<file path="config.mk">
export PLATFORM = sky130hd
export DESIGN_NAME = mwo_poly
export DESIGN_NICKNAME = d
export VERILOG_FILES = /design/src/rtl/mwo_pkg.sv /design/src/rtl/mwo_poly.sv
export SDC_FILE = /design/constraint.sdc
export NUM_CORES = 2
export LEC_CHECK = 0
export BUFFER_PORTS_ARGS = -buffer_cell sky130_fd_sc_hd__buf_2
export CAP_MARGIN = 20
export CELL_PAD_IN_SITES_DETAIL_PLACEMENT = 0
export CELL_PAD_IN_SITES_GLOBAL_PLACEMENT = 2
export CORE_MARGIN = 4
export CORE_UTILIZATION = 30
export CTS_CLUSTER_DIAMETER = 50
export DETAILED_ROUTE_END_ITERATION = 6
export GPL_ROUTABILITY_DRIVEN = 0
export PLACE_DENSITY = 0.68
export SLEW_MARGIN = 25
export SYNTH_ARGS = -nofsm -noshare
export SYNTH_HDL_FRONTEND = slang
export SYNTH_SLANG_ARGS = --single-unit
</file>
<file path="constraint.sdc">
create_clock -name clk -period 22.8 [get_ports clk]
set_clock_uncertainty 0.2 [all_clocks]
set_input_delay 4.56 -clock clk [delete_from_list [all_inputs] [get_ports clk]]
set_output_delay 4.56 -clock clk [all_outputs]
set_load 0.02 [all_outputs]
</file>
<file path="src/rtl/mwo_pkg.sv">
// Shared types, constants and helpers for the multi-waveform oscillator.
package mwo_pkg;

  localparam int SINE_TABLE_ENTRIES_DEF = 256;
  localparam int SAMPLE_WIDTH_DEF       = 16;

  localparam int RATE_W  = 18;
  localparam int WAVE_W  = 3;
  localparam int INDEX_W = 32;
  localparam int CHAN_W  = 4;
  localparam int FREQ_W  = 20;
  localparam int CFG_IDX_W = 2;

  // divider operand widths: dividend covers F*t, divisor covers 16*fs
  localparam int DIV_W = 52;
  localparam int DEN_W = 22;

  localparam logic [RATE_W-1:0] RATE_RESET = 18'd44100;
  localparam logic [15:0]       NOISE_SEED = 16'hACE1;
  localparam logic [15:0]       NOISE_TAPS = 16'hB400;
  localparam logic [DEN_W-1:0]  NOISE_DIV  = 22'd65535;

  localparam logic [31:0] K1  = 32'd1686629713;
  localparam logic [31:0] K3  = 32'd693598668;
  localparam logic [31:0] K5  = 32'd85569306;
  localparam logic [31:0] K7  = 32'd5026995;
  localparam logic [31:0] K9  = 32'd172272;
  localparam logic [31:0] K11 = 32'd3864;

  typedef enum logic [CFG_IDX_W-1:0] {
    REG_SAMPLE_RATE = 2'd0,
    REG_WAVE_SELECT = 2'd1
  } cfg_reg_t;

  typedef enum logic [WAVE_W-1:0] {
    WAVE_SINE     = 3'd0,
    WAVE_SAW      = 3'd1,
    WAVE_SQUARE   = 3'd2,
    WAVE_TRIANGLE = 3'd3,
    WAVE_NOISE    = 3'd4
  } wave_t;

  typedef enum logic [3:0] {
    S_IDLE,
    S_LOAD,
    S_SINE_MOD,
    S_SINE_POS,
    S_SINE_ANG,
    S_SINE_POLY,
    S_PERIOD,
    S_PHASE,
    S_SCALE,
    S_NOISE,
    S_FINISH
  } osc_state_t;

  typedef struct packed {
    logic             start;
    logic [DIV_W-1:0] dividend;
    logic [DEN_W-1:0] divisor;
  } div_req_t;

  typedef struct packed {
    logic             done;
    logic [DIV_W-1:0] quotient;
    logic [DEN_W-1:0] remainder;
  } div_rsp_t;

  // Horner coefficient used at polynomial step 1..5
  function automatic logic [31:0] poly_coef(input logic [2:0] step);
    logic [31:0] c;
    begin
      unique case (step)
        3'd1:    c = K9;
        3'd2:    c = K7;
        3'd3:    c = K5;
        3'd4:    c = K3;
        3'd5:    c = K1;
        default: c = '0;
      endcase
      return c;
    end
  endfunction

endpackage

</file>
<file path="src/rtl/mwo_poly.sv">
// Quarter-wave sine polynomial, one shared multiplier stepped over the squaring and Horner steps.
module mwo_poly (
  input  logic        clk,
  input  logic        rst,
  input  logic        start,
  input  logic [30:0] angle,
  output logic        done,
  output logic [31:0] value
);
  import mwo_pkg::*;

  localparam logic [2:0] LAST_STEP = 3'd6;

  logic        busy;
  logic [2:0]  step;
  logic [31:0] a_reg;
  logic [31:0] a2;
  logic [31:0] acc;
  logic [31:0] op_a;
  logic [31:0] op_b;
  logic [63:0] prod;

  always_comb begin
    op_a = a2;
    op_b = acc;
    if (step == '0) begin
      op_a = a_reg;
      op_b = a_reg;
    end else if (step == LAST_STEP) begin
      op_a = a_reg;
    end else if (step == 3'd1) begin
      op_b = K11;
    end
    prod = op_a * op_b;
  end

  always_ff @(posedge clk) begin
    if (rst) begin
      busy <= 1'b0;
      done <= 1'b0;
    end else begin
      done <= 1'b0;
      if (start) begin
        a_reg <= {1'b0, angle};
        step  <= '0;
        busy  <= 1'b1;
      end else if (busy) begin
        if (step == '0) begin
          a2 <= prod[61:30];
        end else if (step == LAST_STEP) begin
          value <= prod[61:30];
          busy  <= 1'b0;
          done  <= 1'b1;
        end else begin
          acc <= poly_coef(step) - prod[61:30];
        end
        step <= step + 1'b1;
      end
    end
  end

endmodule

</file>
# Word-level counts from Yosys, hierarchy flattened

Cells that the tools add are included.

Equality and inequality tests: 6
Multiplexer cells: 17
Bitwise gates (word level): 5
$add $sub $neg: 2
$mul: 1
Reductions and logical operators: 8

Operators with widths:

| operator                                      | number |
|---|---|
| two-way mux 32 bit                            | 10 |
| case mux 31 bit (5 select lines)              | 1 |
| multiplier 32 x 32 -> 62 bit                  | 1 |
| subtractor 32 bit                             | 1 |
| AND reduction 5 bit                           | 2 |
| == test 3 bit, second input constant          | 3 |
| == test 3 x 2 -> 1 bit, second input constant | 2 |
| two-way mux 1 bit                             | 5 |
| inverter 1 bit                                | 5 |
| AND reduction 2 bit                           | 2 |
| AND reduction 4 bit                           | 1 |
| OR reduction 4 bit                            | 1 |
| adder 3 x 1 -> 3 bit, second input constant   | 1 |
| == test 3 x 1 -> 1 bit, second input constant | 1 |
| zero test 3 bit                               | 1 |
| two-way mux 3 bit                             | 1 |
| nonzero test 2 bit                            | 1 |

Register bits: 132
Output and inout bits: 33
Word-level logic and storage cells: 46

# Depth between registers and ports, before layout

Depth after elaboration: 8
Gate-level depth with buffers: 47
Gate-level depth less buffers: 44

# Worst setup path after synthesis

No wires, ideal clock.

Path type: reg-to-reg
From: register step[0]
To: register acc[31], data pin
Stages on the path, launching flop included: 45
Path slack: 11612 ps
Buffers on the path: 4
Arrival time: 10836 ps
Required time: 22448 ps
Clock period less this slack: 11188 ps
Path through: edfxtp_1 -> inv_1 -> ha_1 -> mux2i_1 -> clkbuf_1 -> buf_2 -> buf_1 -> mux2i_1 -> clkbuf_1 -> nor2_1 -> fa_1 -> inv_1 -> fa_1 -> inv_1 -> fa_1 -> inv_1 -> fa_1 -> inv_1 -> (+9 left out) -> a211oi_2 -> o31ai_1 -> nor3b_1 -> o31a_1 -> or2_1 -> xnor2_1 -> ha_1 -> a21oi_1 -> nor2b_1 -> nor3_1 -> nand2_1 -> o21ai_0 -> o21ai_0 -> a31o_2 -> o211ai_1 -> a211oi_1 -> o311a_1 -> a31oi_1

Cells in the longest elaborated chain, start to end: 8

Ends and longest elaborated chain:

| element                                                              | line           | RTL |
|---|---|---|
| from (decl)                                                          | mwo_poly.sv:15 | `logic [2:0] step;` |
| from (signal assigned)                                               | mwo_poly.sv:57 | `step <= step + 1'b1;` |
| branches (longest 7 deep; another with multiplier 32 x 32 -> 62 bit) | -              |  |
| subtractor 32 bit (*)                                                | mwo_poly.sv:55 | `acc <= poly_coef(step) - prod[61:30];` |
| to (signal assigned)                                                 | mwo_poly.sv:55 |  |
| to (decl)                                                            | mwo_poly.sv:18 | `logic [31:0] acc;` |

Mark *: on every way between the ends. The select of a mux whose other input is x is not followed.
A chain may end at the register's enable or synchronous reset.

# Worst setup path in the final report

Same ends and word-level chain as after synthesis.

==> impl_metrics.tcl <==
set metrics [dict create \
    cts_tree "done" \
    nets 5276 \
    tns_ps 0 \
    cp.arrival_ps 13230 \
    area_growth_pct 8.71 \
    initial_core_util_pct 30.2 \
    clock_path_buffers 2 \
    rows 130 \
    grt_max_degree 53 \
    syn_inst 4069 \
    die_w_um 363 \
    synthFlopType "edfxtp_1" \
    synth_fa_ha_area_share_pct 56.6 \
    ys_top_cells_by_count "895 x fa_1, 890 x inv_1, 562 x nor2_1" \
    hp-class "reg -> reg" \
    muxShareOfSynthArea_pct 1.89 \
    clock_sinks 132 \
    drtAntennaViolNets 0 \
    clk_pin_slew_ps 60 \
    io_buffer_count 66 \
    grt_pass1_wl_mm 218 \
    numCtsBuffers 17 \
    die_h_um 363 \
    die-area_sq_um 132000 \
    cpMaxStageDelayCell "mux2i_2" \
    syn_avg_cell_area_sq_um 9.30 \
    layout-drive-gt1-share_pct 7.32 \
    vias_per_cell 5.00 \
    status "completed" \
    end_kind "flop" \
    antenna_found_initial 6 \
    yosys_register_bits 132 \
    grt-ovfl-total 0 \
    fin_cells 5736 \
    ys_warn_count 0 \
    grt_usage_pct 22.9 \
    min_period_over_period_pct 58.2 \
    n_fill_cell 13111 \
    syn-num-nets 5276 \
    synthArstFlopShare_pct 0 \
    rsz0062_at_grt "false" \
    yosysSeqAreaShare_pct 10.4 \
    setup_viol 0 \
    io_pins 67 \
    synthSimpleGateAreaFrac_pct 13.2 \
    hold_viol 0 \
    postRouteWirelength_mm 148 \
    max_freq_mhz 75.4 \
    holdPathStages 2 \
    finalMaxSlewViolations 0 \
    worst_pin_slew_ps 1070 \
    root_buffer "clkbuf_16" \
    synth_top_family_by_area "adder cells" \
    synth_enable_flop_cells 130 \
    firstDrtPassIters 6 \
    start_kind "flop" \
    synth_xor_area_share_pct 1.57 \
    crit_type "reg -> reg" \
    synth_area_sq_um 37800 \
    cp.required_ps 22770 \
    core-area_sq_um 125000 \
    post_cts_buffers 0 \
    drt_iter0_drc 2086 \
    maxCapViolCount 0 \
    yosys.area.top_type_share_pct 47.4 \
    ys_top_cells_by_area "fa_1 47%, edfxtp_1 10%, ha_1 9.2%" \
    grt_pass1_vias 31454 \
    period_needed_ps 13260 \
    relSlewSlack_pct 29.0 \
    synth_most_common_cell "fa_1" \
    clk-insertion-delay-late_ps 430 \
    yosys.area.top_type "fa_1" \
    synth.distinct_cells 68 \
    biggestRegsByFlops "a2 x32, acc x32, value x32" \
    dp_cells 5698 \
    synth_compound_area_share_pct 5.55 \
    drc 0 \
    vias 28652 \
    max_stage_delay_ps 880 \
    worstPathMaxFanout 35 \
    wl_per_cell_um 25.8 \
    r2r_cells 39 \
    cp_common_cell "fa_1" \
    htreeDepth 4 \
    ctsHoldBuffers 0 \
    cts_resized 0 \
    hpwl_mm 114 \
]
## area by class of cell
class,count,area (sq um),share of cell area (%)
diodes,4,10.0,0.0243
clock buffers,18,429,1.04
inverters,890,3340,8.12
multi-input cells,2858,30100,73.1
well taps,1650,2060,5.02
clock inverters,14,126,0.307
flip-flops and latches,132,3940,9.59
repair buffers,170,1150,2.80
## worst max-delay path, delay by kind of cell (launching register included)
family	cells	cell delay, ps
adder cells (fa/ha/maj)	11	4880
AO/OA/AOI/OAI	15	3820
buffers and inverters	7	1690
multiplexers	2	1040
AND/OR/NAND/NOR	3	550
flip-flops	1	400
XOR/XNOR	1	290
## per-stage QoR
step           instance area, sq um  setup WS [ps]  utilization, %  hold slack (ps)
2_1_floorplan                 37800          11610               -              276
3_3_place_gp                  40500           9820            32.3              355
3_5_place_dp                  40500           9710            32.3              344
4_1_cts                       41100           9650            32.7              353
5_1_grt                       41100           8920            32.8              445
6_report                      41100           9540            32.8              356
## path summary, 6_finish.rpt
kind                            slack (ps)    start  endpoint
worst max-delay path                  9540  step[0]   acc[31]
worst min-delay path                   360     busy      busy
worst max register to register        9540  step[0]   acc[31]
worst min register to register         360     busy      busy
## cell usage in the layout (no fill, tap or decap), types with 8 or more instances in the layout
cell and count:
a21o_1 45, a21oi_1 75, a22o_1 23, a22oi_1 18, a22oi_2 8, a31oi_1 14
and3_1 18, buf_2 66, buf_4 102, clkbuf_16 17, edfxtp_1 130, fa_1 895
ha_1 278, inv_1 890, mux2_2 30, mux2i_1 13, mux2i_2 19, nand2_1 554
nand2b_1 18, nand3_1 13, nand4_1 15, nor2_1 560, nor2b_1 16, nor3_1 11
o21ai_0 43, o21bai_1 8, xnor2_1 45, xor2_1 21
## per-layer routing
| layer | global-route usage (%) | vias to the layer above | share of wire [%] |
|---|---|---|---|
| met1 | 30.2 | 15255 | 42 |
| met5 | 0 | - | 0.021 |
| li1 | - | 12212 | - |
| met3 | 4.06 | 241 | 6.3 |
| met4 | 7.26 | 4 | 4.0 |
| met2 | 38.3 | 940 | 47 |
## cell families after synthesis
family	Yosys count
and+or+nand+nor	1244
adders and majority gates	1173
buffers and inverters	1079
AOI/OAI and AO/OA	307
DFF	132
xor gates and xnor gates	67
muxes	67
Power is left out: the tool's default activity adds up to more than one toggle a clock period on the data nets, which glitch-free logic cannot reach.
