### config.mk
export PLATFORM = sky130hd
export DESIGN_NAME = mwo_div
export DESIGN_NICKNAME = d
export VERILOG_FILES = /design/src/rtl/mwo_pkg.sv /design/src/rtl/mwo_div.sv
export SDC_FILE = /design/constraint.sdc
export NUM_CORES = 1
export LEC_CHECK = 0
export BUFFER_PORTS_ARGS = -buffer_cell sky130_fd_sc_hd__buf_2
export CAP_MARGIN = 20
export CORE_MARGIN = 3
export CORE_UTILIZATION = 53
export CTS_CLUSTER_SIZE = 40
export DETAILED_ROUTE_END_ITERATION = 6
export GPL_TIMING_DRIVEN = 1
export PLACE_DENSITY = 0.81
export SETUP_SLACK_MARGIN = 0.02
export SYNTH_ARGS = -nofsm -noshare
export SYNTH_HDL_FRONTEND = slang
export SYNTH_SLANG_ARGS = --single-unit
### constraint.sdc
create_clock -name clk -period 6.63 [get_ports clk]
set_input_delay 0.663 -clock clk [delete_from_list [all_inputs] [get_ports clk]]
set_output_delay 0.663 -clock clk [all_outputs]
set_load 0.03 [all_outputs]
### src/rtl/mwo_pkg.sv
// Shared types, constants and helpers for the multi-waveform oscillator.
package mwo_pkg;

  localparam int SINE_TABLE_ENTRIES_DEF = 256;
  localparam int SAMPLE_WIDTH_DEF       = 16;

  localparam int RATE_W  = 18;
  localparam int WAVE_W  = 3;
  localparam int INDEX_W = 32;
  localparam int CHAN_W  = 4;
  localparam int FREQ_W  = 20;
  localparam int CFG_IDX_W = 2;

  // divider operand widths: dividend covers F*t, divisor covers 16*fs
  localparam int DIV_W = 52;
  localparam int DEN_W = 22;

  localparam logic [RATE_W-1:0] RATE_RESET = 18'd44100;
  localparam logic [15:0]       NOISE_SEED = 16'hACE1;
  localparam logic [15:0]       NOISE_TAPS = 16'hB400;
  localparam logic [DEN_W-1:0]  NOISE_DIV  = 22'd65535;

  localparam logic [31:0] K1  = 32'd1686629713;
  localparam logic [31:0] K3  = 32'd693598668;
  localparam logic [31:0] K5  = 32'd85569306;
  localparam logic [31:0] K7  = 32'd5026995;
  localparam logic [31:0] K9  = 32'd172272;
  localparam logic [31:0] K11 = 32'd3864;

  typedef enum logic [CFG_IDX_W-1:0] {
    REG_SAMPLE_RATE = 2'd0,
    REG_WAVE_SELECT = 2'd1
  } cfg_reg_t;

  typedef enum logic [WAVE_W-1:0] {
    WAVE_SINE     = 3'd0,
    WAVE_SAW      = 3'd1,
    WAVE_SQUARE   = 3'd2,
    WAVE_TRIANGLE = 3'd3,
    WAVE_NOISE    = 3'd4
  } wave_t;

  typedef enum logic [3:0] {
    S_IDLE,
    S_LOAD,
    S_SINE_MOD,
    S_SINE_POS,
    S_SINE_ANG,
    S_SINE_POLY,
    S_PERIOD,
    S_PHASE,
    S_SCALE,
    S_NOISE,
    S_FINISH
  } osc_state_t;

  typedef struct packed {
    logic             start;
    logic [DIV_W-1:0] dividend;
    logic [DEN_W-1:0] divisor;
  } div_req_t;

  typedef struct packed {
    logic             done;
    logic [DIV_W-1:0] quotient;
    logic [DEN_W-1:0] remainder;
  } div_rsp_t;

  // Horner coefficient used at polynomial step 1..5
  function automatic logic [31:0] poly_coef(input logic [2:0] step);
    logic [31:0] c;
    begin
      unique case (step)
        3'd1:    c = K9;
        3'd2:    c = K7;
        3'd3:    c = K5;
        3'd4:    c = K3;
        3'd5:    c = K1;
        default: c = '0;
      endcase
      return c;
    end
  endfunction

endpackage

### src/rtl/mwo_div.sv
// Bit-serial restoring divider, one quotient bit per cycle.
module mwo_div (
  input  logic             clk,
  input  logic             rst,
  input  mwo_pkg::div_req_t req,
  output mwo_pkg::div_rsp_t rsp
);
  import mwo_pkg::*;

  localparam int CNT_W = $clog2(DIV_W);

  logic [DEN_W-1:0] rem;
  logic [DIV_W-1:0] quo;
  logic [DEN_W-1:0] dvs;
  logic [CNT_W-1:0] count;
  logic             busy;
  logic             done;

  logic [DEN_W:0]   shifted;
  logic             fits;
  logic [DEN_W:0]   diff;
  logic [DEN_W-1:0] rem_next;

  always_comb begin
    shifted  = {rem, quo[DIV_W-1]};
    fits     = shifted >= {1'b0, dvs};
    diff     = shifted - {1'b0, dvs};
    rem_next = fits ? diff[DEN_W-1:0] : shifted[DEN_W-1:0];
  end

  always_ff @(posedge clk) begin
    if (rst) begin
      busy <= 1'b0;
      done <= 1'b0;
    end else begin
      done <= 1'b0;
      if (req.start) begin
        rem   <= '0;
        quo   <= req.dividend;
        dvs   <= req.divisor;
        count <= CNT_W'(DIV_W - 1);
        busy  <= 1'b1;
      end else if (busy) begin
        rem <= rem_next;
        quo <= {quo[DIV_W-2:0], fits};
        if (count == '0) begin
          busy <= 1'b0;
          done <= 1'b1;
        end else begin
          count <= count - 1'b1;
        end
      end
    end
  end

  assign rsp.done      = done;
  assign rsp.quotient  = quo;
  assign rsp.remainder = rem;

endmodule

# Word level (Yosys, flattened, before mapping)
# Index checks and enable logic that the tools add are counted.
[totals]
ff_bits = 104
out_inout_bits = 75
[op_classes]
add_sub_neg = 2
n_lt_le_gt_ge = 1
n_eq_ne = 1
n_mux = 10
bitwise = 2
reduce_logical = 6
[ops]
columns = ["cell", "n"]
rows = [
  ["2-to-1 mux 52 bit", 2],
  ["2-to-1 mux 22 bit", 2],
  [">= comparator 23 x 22 -> 1 bit", 1],
  ["subtractor 22 bit", 1],
  ["2-to-1 mux 6 bit", 2],
  ["logical NOT 6 bit", 1],
  ["subtractor 6 x 1 -> 6 bit (second input constant)", 1],
  ["2-to-1 mux 1 bit", 4],
  ["AND reduction 2 bit", 2],
  ["AND reduction 3 bit", 1],
  ["OR reduction 3 bit", 1],
  ["!= test 2 bit (second input constant)", 1],
  ["inverter 1 bit", 2],
  ["nonzero test 2 bit", 1],
]

# Longest topological paths before layout
# Gate-level depths: netlist of the first run.
[logic_depth]
word_depth = 4
depth_mapped = 12
mapped_depth_nobuf = 11

# Worst setup path after synthesis of the first run
# Ideal clock, no wire load.
[synth_timing]
path_type = "input -> register"
from = "input port req[74] in the netlist's numbering"
to = "register quo[0], enable pin"
setup_ps = 507
t_arrival_ps = 4382
required_ps = 6123
setup_slack_ps = 1741
stages = 4
cell_sequence = "clkbuf_1 > clkbuf_1 > nor2_1 > nor2_1"
[synth_via]
elab_chain_len = 2
[synth_rtl]
columns = ["element", "line_no", "rtl"]
rows = [
  ["from (decl)", "mwo_div.sv:5", "input mwo_pkg::div_req_t req,"],
  ["nonzero test 2 bit (no line)", "n/a", ""],
  ["AND reduction 2 bit (no line)", "n/a", ""],
  ["to (signal assigned)", "mwo_div.sv:39", "quo <= req.dividend;"],
  ["to (signal assigned)", "mwo_div.sv:45", "quo <= {quo[DIV_W-2:0], fits};"],
  ["to (decl)", "mwo_div.sv:13", "logic [DIV_W-1:0] quo;"],
]
# No other way between the ends.
# A chain may end at the register's enable or synchronous reset.

# Worst setup path after layout of the first run
[layout_timing]
from = "register rem[17]"
to = "register rem[3], data pin"
[layout_via]
elab_chain_len = 3
[layout_rtl]
columns = ["element", "line_no", "rtl"]
rows = [
  ["from (decl)", "mwo_div.sv:12", "logic [DEN_W-1:0] rem;"],
  ["from (signal assigned)", "mwo_div.sv:44", "rem <= rem_next;"],
  [">= comparator 23 x 22 -> 1 bit", "mwo_div.sv:26", "fits = shifted >= {1'b0, dvs};"],
  ["2-to-1 mux 22 bit", "mwo_div.sv:28", "rem_next = fits ? diff[DEN_W-1:0] : shifted[DEN_W-1:0];"],
  ["2-to-1 mux 22 bit", "mwo_div.sv:43", "end else if (busy) begin"],
]
# No other way between the ends. The select of a mux whose other input is x is not followed.

==> metrics.txt, run 1 <==
Syn Area/Cell=12.3 µm²; DP HPWL=9.76 mm; Post-synth ARST share=0%; largest area contributor in the netlist=edfxtp_1; critical path arrival=3.53 ns; vias in the first global route=4093; maximum VDD drop=0.000205 V; die area=11800 µm²; post-synthesis instance area=5560 µm²; Peak Freq=292 MHz; largest net degree at the start of global routing=79; Rows=36; Syn Nets=553; Post-Synthesis Cells=451; PortBufs=151; I/O Pins=152; hold slack=0.447 ns; Finish-stage setup viols=0; Inserted Clock Buffers=9; global route overflow=0; Fin Setup TNS=0 ns; mux contribution to synthesized area=13.8%; Setup WS post-layout=3.21 ns; Clock Skew=0.0122 ns; fin crit share=51.6%; post-route ant nets=0; first-pass GRT wire length=20.5 mm; clk buf depth=2; Synth Register Bits=104; maxcap violations=0; Critical Path RT=6.74 ns; Area Overhead vs Synth=18.9%; clock latency on the worst-skew pair=0.38 ns; WL final=13.0 mm; Post CTS Setup Buffer Count=0; diode count=0; Final Hold Fails=0; CTS resizes=0; area fraction of the dominant cell type after synthesis=55.1%; met3 WL=1.30 mm; adder-cell share of the synthesized area=5.76%; most frequent cells after synthesis=102 x edfxtp_1, 52 x mux2_2, 38 x nor2_1, 34 x inv_1, 29 x a21oi_1; worst-margin pin slew=1.03 ns; PwrDens=250 nW/µm²; worst hold path type=input pin to flip-flop; Startpoint Class=flip-flop; initial antenna violation count=1; fillers=768; total track usage=22.7%; complex-gate fraction of the synthesized area=9.00%; CTS root buf=clkbuf_8; CTS sink count=104; RSZ-0062 raised after global routing=false; Remaining DRCs=0; Slew Limit Fails=0; Placer Congestion=0.957; layout cells sized above 1=38.1%; post-synthesis sequential area ratio=55.8%; Synth Warn #=0; number of synthesized flops with an enable pin=102; top-count cell post-synth=edfxtp_1; Simple-Gate Fraction of Synth Area=8.89%; largest family of logic cells by synthesized area=multiplexers; Post-Place Setup Slack=3.21 ns; TritonRoute pass-1 iters=5; Top Metal Used=met5; Die H=108 µm; Relative slew margins=30.8%; cts hold-fix bufs=0; WL per Instance=17.7 µm; H-tree Lvls=3; CORE AREA=10000 µm²; ranking of synthesized cells by area=edfxtp_1 55%, mux2_2 11%, ha_1 5.4%; die width=108 µm; critical path capture point type=flip-flop; ys flop type=edfxtp_1; Distinct cells, synth=55; xor/xnor share of the synthesized area=2.84%; clock-pin slew on the worst setup and hold paths=0.10 ns; met2 WL=6.44 mm; Initial Util=55.6%; Final #Nets=701; via count=4079; fin crit period=3.42 ns; met1 wire length=5.09 mm; maximum fanout along the worst path=16; Pleak=2.77 nW; CTS tree=built; critical path class=flip-flop to flip-flop; status=finished clean; number of vias per cell=5.53; 1st-iter DRT viols=176
==> layout make-up <==
type                    instances  area (µm²)  area share [%]
clock buffers                   9         124            1.88
inverters                      34         128            1.93
well taps                     133         166            2.52
repair buffers                155         786            11.9
flip-flops and latches        104        3100            47.0
clock inverters                 7        51.3           0.777
multi-input cells             295        2250            34.0
==> path summary, 6_finish.rpt <==
kind	startpoint	endpoint	slack, ns	cells after the start
worst min register to register	busy	done	0.51	1
worst min-delay path	req[3]	dvs[3]	0.45	1
worst max register to register	rem[17]	rem[3]	3.21	9
worst max-delay path	rem[17]	rem[3]	3.21	9
==> worst max-delay path: stages (launching register included) <==
cell and delay (ns):
edfxtp_1 0.43, ha_1 0.39, a21oi_1 0.27, o21ai_1 0.15, a31o_1 0.24, a211o_1 0.29, a21oi_2 0.66, buf_4 0.40
mux2i_1 0.23, nor2_1 0.06
==> state kept, by name, indices dropped and copies added, names as in the netlist <==
| name | flops |
|---|---|
| busy | 1 |
| count | 6 |
| done | 1 |
| dvs | 22 |
| quo | 52 |
| rem | 22 |
==> routing by layer <==
metal  track usage (%)  vias to the layer above
met2              37.7                      151
met1              27.2                     1956
met5                 0                        -
met3              9.67                       13
li1                  -                     1957
met4              5.86                        2
==> layout by cell type, fill, tap and decap left out, types with 2 or more instances in the layout <==
cell type    n
buf_2      151
edfxtp_1   102
mux2_2      52
nor2_1      36
inv_1       34
a21oi_1     29
ha_1        24
nand2_1     23
mux2i_1     18
o21ai_0     13
xnor2_1     12
nand3_1     11
clkbuf_8     9
nor3_1       6
xor2_1       6
nor2b_1      5
o21bai_1     4
nand2b_1     4
a211oi_1     4
inv_6        4
buf_4        4
o22ai_1      3
a31oi_1      3
and4_1       2
nand4_1      2
nor4_1       2
a311oi_1     2
o21a_1       2
a21boi_0     2
and3_1       2
or3_1        2
o31ai_1      2
dfxtp_1      2
==> report_power, final <==
part	switching (mW)	internal, mW
sequential	0.0277	0.788
combinational	0.285	0.180
clock	0.233	0.140
total	0.545	1.11
==> per-stage QoR <==
stage / power (mW) / cells / cell area (µm²) / utilization, %
after global placement: 1.28 / 721 / 6430 / 64.3
after CTS: 1.66 / 737 / 6610 / 66.1
after global routing: 1.74 / 737 / 6610 / 66.1
final: 1.65 / 737 / 6610 / 66.1
after floorplan: 1.17 / 451 / 5560 / -
after detailed placement: 1.29 / 721 / 6430 / 64.3
==> cell families (layout without fill, tap and decap cells) <==
family | Yosys count | after routing
compound gates | 78 | 78
xor+xnor | 18 | 18
fa+ha+maj | 25 | 25
buf+inv | 52 | 205
flops | 104 | 104
mux | 70 | 70
simple gates | 104 | 104
(Power assumes the default switching activity.)
==> inputs of run 2 (changes only) <==
--- a/config.mk
+++ b/config.mk
@@ -5,10 +5,11 @@
 export SDC_FILE = /design/constraint.sdc
 export NUM_CORES = 1
 export LEC_CHECK = 0
+export ABC_AREA = 1
 export BUFFER_PORTS_ARGS = -buffer_cell sky130_fd_sc_hd__buf_2
 export CAP_MARGIN = 20
 export CORE_MARGIN = 3
-export CORE_UTILIZATION = 53
+export CORE_UTILIZATION = 54
 export CTS_CLUSTER_SIZE = 40
 export DETAILED_ROUTE_END_ITERATION = 6
 export GPL_TIMING_DRIVEN = 1
==> constraint.sdc (replaced) <==
create_clock -name clk -period 3.5 [get_ports clk]
set_input_delay 0.35 -clock clk [delete_from_list [all_inputs] [get_ports clk]]
set_output_delay 0.35 -clock clk [all_outputs]
set_load 0.03 [all_outputs]
==> run 2 against run 1 <==
Against the previous run:
- maximum frequency increased by 31%
- non-clock buffer count increased by 1
- hold slack got worse by 0.30 ns
- routed wire length increased by 10%
- critical path depth increased by 2
- die area increased by 4.0%
- flip-flop and latch count unchanged
- combinational power increased by 94%
- power increased by 95%
- synthesized cell count increased by 58%
- critical endpoint is now rem[21]
==> metrics.txt, run 2 <==
status=finished clean; PwrDens=462 nW/µm² (+85%); mux contribution to synthesized area=0% (-14 points); TritonRoute pass-1 iters=4 (-1); met1 Usage GRT=29.0% (+1.7 points); most frequent cells after synthesis=298 x nand2_1, 102 x edfxtp_1, 93 x inv_1, 57 x nor2_1, 29 x nand3_1; I/O Pins=152 (unchanged); Pleak=3.53 nW (+27%); number of vias per cell=4.99 (-9.8%); vias in the first global route=5143 (+26%); GRT met2 Usage=41.6% (+3.9 points); Setup WS post-layout=0.879 ns (-2.33 ns); Final Non-Filler Cells=1002 (+36%); Post-synth ARST share=0% (unchanged); FF-to-FF path depth=11 (+2); clk buf depth=2 (unchanged); Post-Synthesis Cells=712 (+58%); WL final=14.3 mm (+10%); global route overflow=0 (unchanged); WL per Instance=14.3 µm (-19%); total track usage=24.1% (+1.4 points); H-tree Lvls=3 (unchanged); critical path arrival=2.76 ns (-0.77 ns); fin crit period=2.62 ns (-0.803 ns); adder-cell share of the synthesized area=5.42% (-0.34 points); layout cells sized above 1=22.4% (-16 points); CTS sink count=104 (unchanged); CP Cell Sequence=ha_1 > nand2_2 > inv_1 > a21oi_1 > nand2_1 > nand2_1 > nand4_4 > nand2_1 > nand2_1 > nand2_1 > inv_1; post-synthesis sequential area ratio=52.5% (-3.3 points); worst-margin pin slew=0.780 ns (-0.251 ns); critical path class=flip-flop to flip-flop; WP depth=11 (+2); critical path capture point type=flip-flop; Die H=111 µm (+2.0%); die area=12200 µm² (+4.0%); CTS root buf=clkbuf_8; die width=111 µm (+2.0%); largest net degree at the start of global routing=78 (-1.3%); cts hold-fix bufs=0 (unchanged); ranking of synthesized cells by area=edfxtp_1 52%, nand2_1 19%, inv_1 5.9%; Post CTS Setup Buffer Count=0 (unchanged); Rows=37 (+2.8%); area fraction of the dominant cell type after synthesis=51.9% (-3.2 points); largest area contributor in the netlist=edfxtp_1; top-count cell post-synth=nand2_1; post-synthesis instance area=5910 µm² (+6.3%); Relative slew margins=48.0% (+17 points); ys flop type=edfxtp_1; CORE AREA=10500 µm² (+4.6%); PortBufs=151 (unchanged); clock latency on the worst-skew pair=0.37 ns (about the same); Post-Place Setup Slack=0.854 ns (-2.35 ns); critical path's slowest cell=edfxtp_1; fillers=912 (+19%); CTS resizes=0 (unchanged); Synth Register Bits=104 (unchanged); complex-gate fraction of the synthesized area=3.79% (-5.2 points); delay of the slowest critical-path stage=0.44 ns (-0.22 ns); Slew Limit Fails=0 (unchanged); critical path's top delay family=simple AND/OR/NAND/NOR gates; most used cell, CP=nand2_1; cell count after placement=986 (+37%); Final #Nets=963 (+37%); Syn Nets=814 (+47%); Final Cell Area=6990 µm² (+5.7%); number of synthesized flops with an enable pin=102 (unchanged); max reg flops=52 (unchanged); fin crit share=74.9% (+23 points); CTS tree=built; Startpoint Class=flip-flop; Synth Warn #=0 (unchanged); Fin Setup TNS=0 ns (unchanged); Clock Skew=0.00878 ns (-0.00342 ns); via count=5001 (+23%); Distinct cells, synth=32 (-42%); Area after DPL=6790 µm² (+5.5%); post-route ant nets=0 (unchanged); Buf/Inv on CP=2 (+1); Critical Path RT=3.64 ns (-3.10 ns); RSZ-0062 raised after global routing=false; diode count=0 (unchanged); Initial Util=56.4% (+0.87 points); clock-pin slew on the worst setup and hold paths=0.10 ns (about the same); Area Overhead vs Synth=18.3%; Syn Area/Cell=8.29 µm² (-33%); worst hold path type=input pin to flip-flop; largest family of logic cells by synthesized area=simple AND/OR/NAND/NOR gates; 1st-iter DRT viols=207 (+18%); Peak Freq=381 MHz (+31%); Placer Congestion=0.980 (+2.4%); maximum VDD drop=0.000266 V (+30%); leading cell type in the layout, fill and taps excluded=nand2_1; Cells on Worst Hold Path=1 (unchanged); Finish-stage setup viols=0 (unchanged); Inserted Clock Buffers=9 (unchanged); Final Hold Fails=0 (unchanged); grt peak-use layer=met2; first-pass GRT wire length=24.1 mm (+18%); Remaining DRCs=0 (unchanged); Simple-Gate Fraction of Synth Area=28.9% (+20 points); maximum fanout along the worst path=28 (+12); maxcap violations=0 (unchanged); xor/xnor share of the synthesized area=1.63% (-1.2 points); Largest regs=quo: 52 flops, dvs: 22 flops, rem: 22 flops; met3 usage=6.52% (-3.2 points); DP HPWL=10.9 mm (+12%); most frequent cells in the layout=298 x nand2_1, 151 x buf_2, 102 x edfxtp_1, 93 x inv_1, 56 x nor2_1; Reg with most FFs=quo; initial antenna violation count=1 (unchanged)
==> run 2: report_power, final <==
group          leakage [nW]  total (mW)  internal (mW)  switching [mW]
clock network         0.101       0.777          0.356           0.421
registers             0.992        1.54           1.49          0.0527
logic                  2.44       0.904          0.291           0.613
==> run 2: metrics by stage <==
| stage | power [mW] | hold WS (ns) | util, % |
|---|---|---|---|
| global route | 3.41 | 0.125 | 66.8 |
| detailed placement | 2.48 | 0.519 | 64.9 |
| CTS | 3.25 | 0.124 | 66.8 |
| global placement | 2.45 | 0.497 | 64.9 |
| floorplan | 2.23 | 0.427 | - |
| finish | 3.23 | 0.149 | 66.8 |
==> run 2: final cells by class <==
cell class,count,area [µm²],share of cell area (%)
flip-flops and latches,104,3100,44.4
multi-input cells,495,2360,33.8
repair buffers,156,793,11.4
inverters,95,359,5.14
well taps,136,170,2.44
clock buffers,12,145,2.08
clock inverters,4,52.6,0.752
==> run 2: worst paths after layout <==
path,from,to,slack (ns)
min reg2reg,busy,done,0.53
min,req[11],dvs[11],0.15
max,rem[12],rem[21],0.88
max reg2reg,rem[12],rem[21],0.88
==> run 2: cells by family after synthesis <==
group / count (synthesis)
AND/OR/NAND/NOR: 417
flip-flops: 104
AO/OA/AOI/OAI: 42
XOR/XNOR: 11
buffers and inverters: 113
adder cells (fa/ha/maj): 25
==> run 2: per-layer routing <==
layer / vias to the layer above / routed length, µm
li1: 2563 / -
met1: 2243 / 5900
met2: 165 / 7060
met3: 28 / 1020
met4: 2 / 333
met5: - / 13
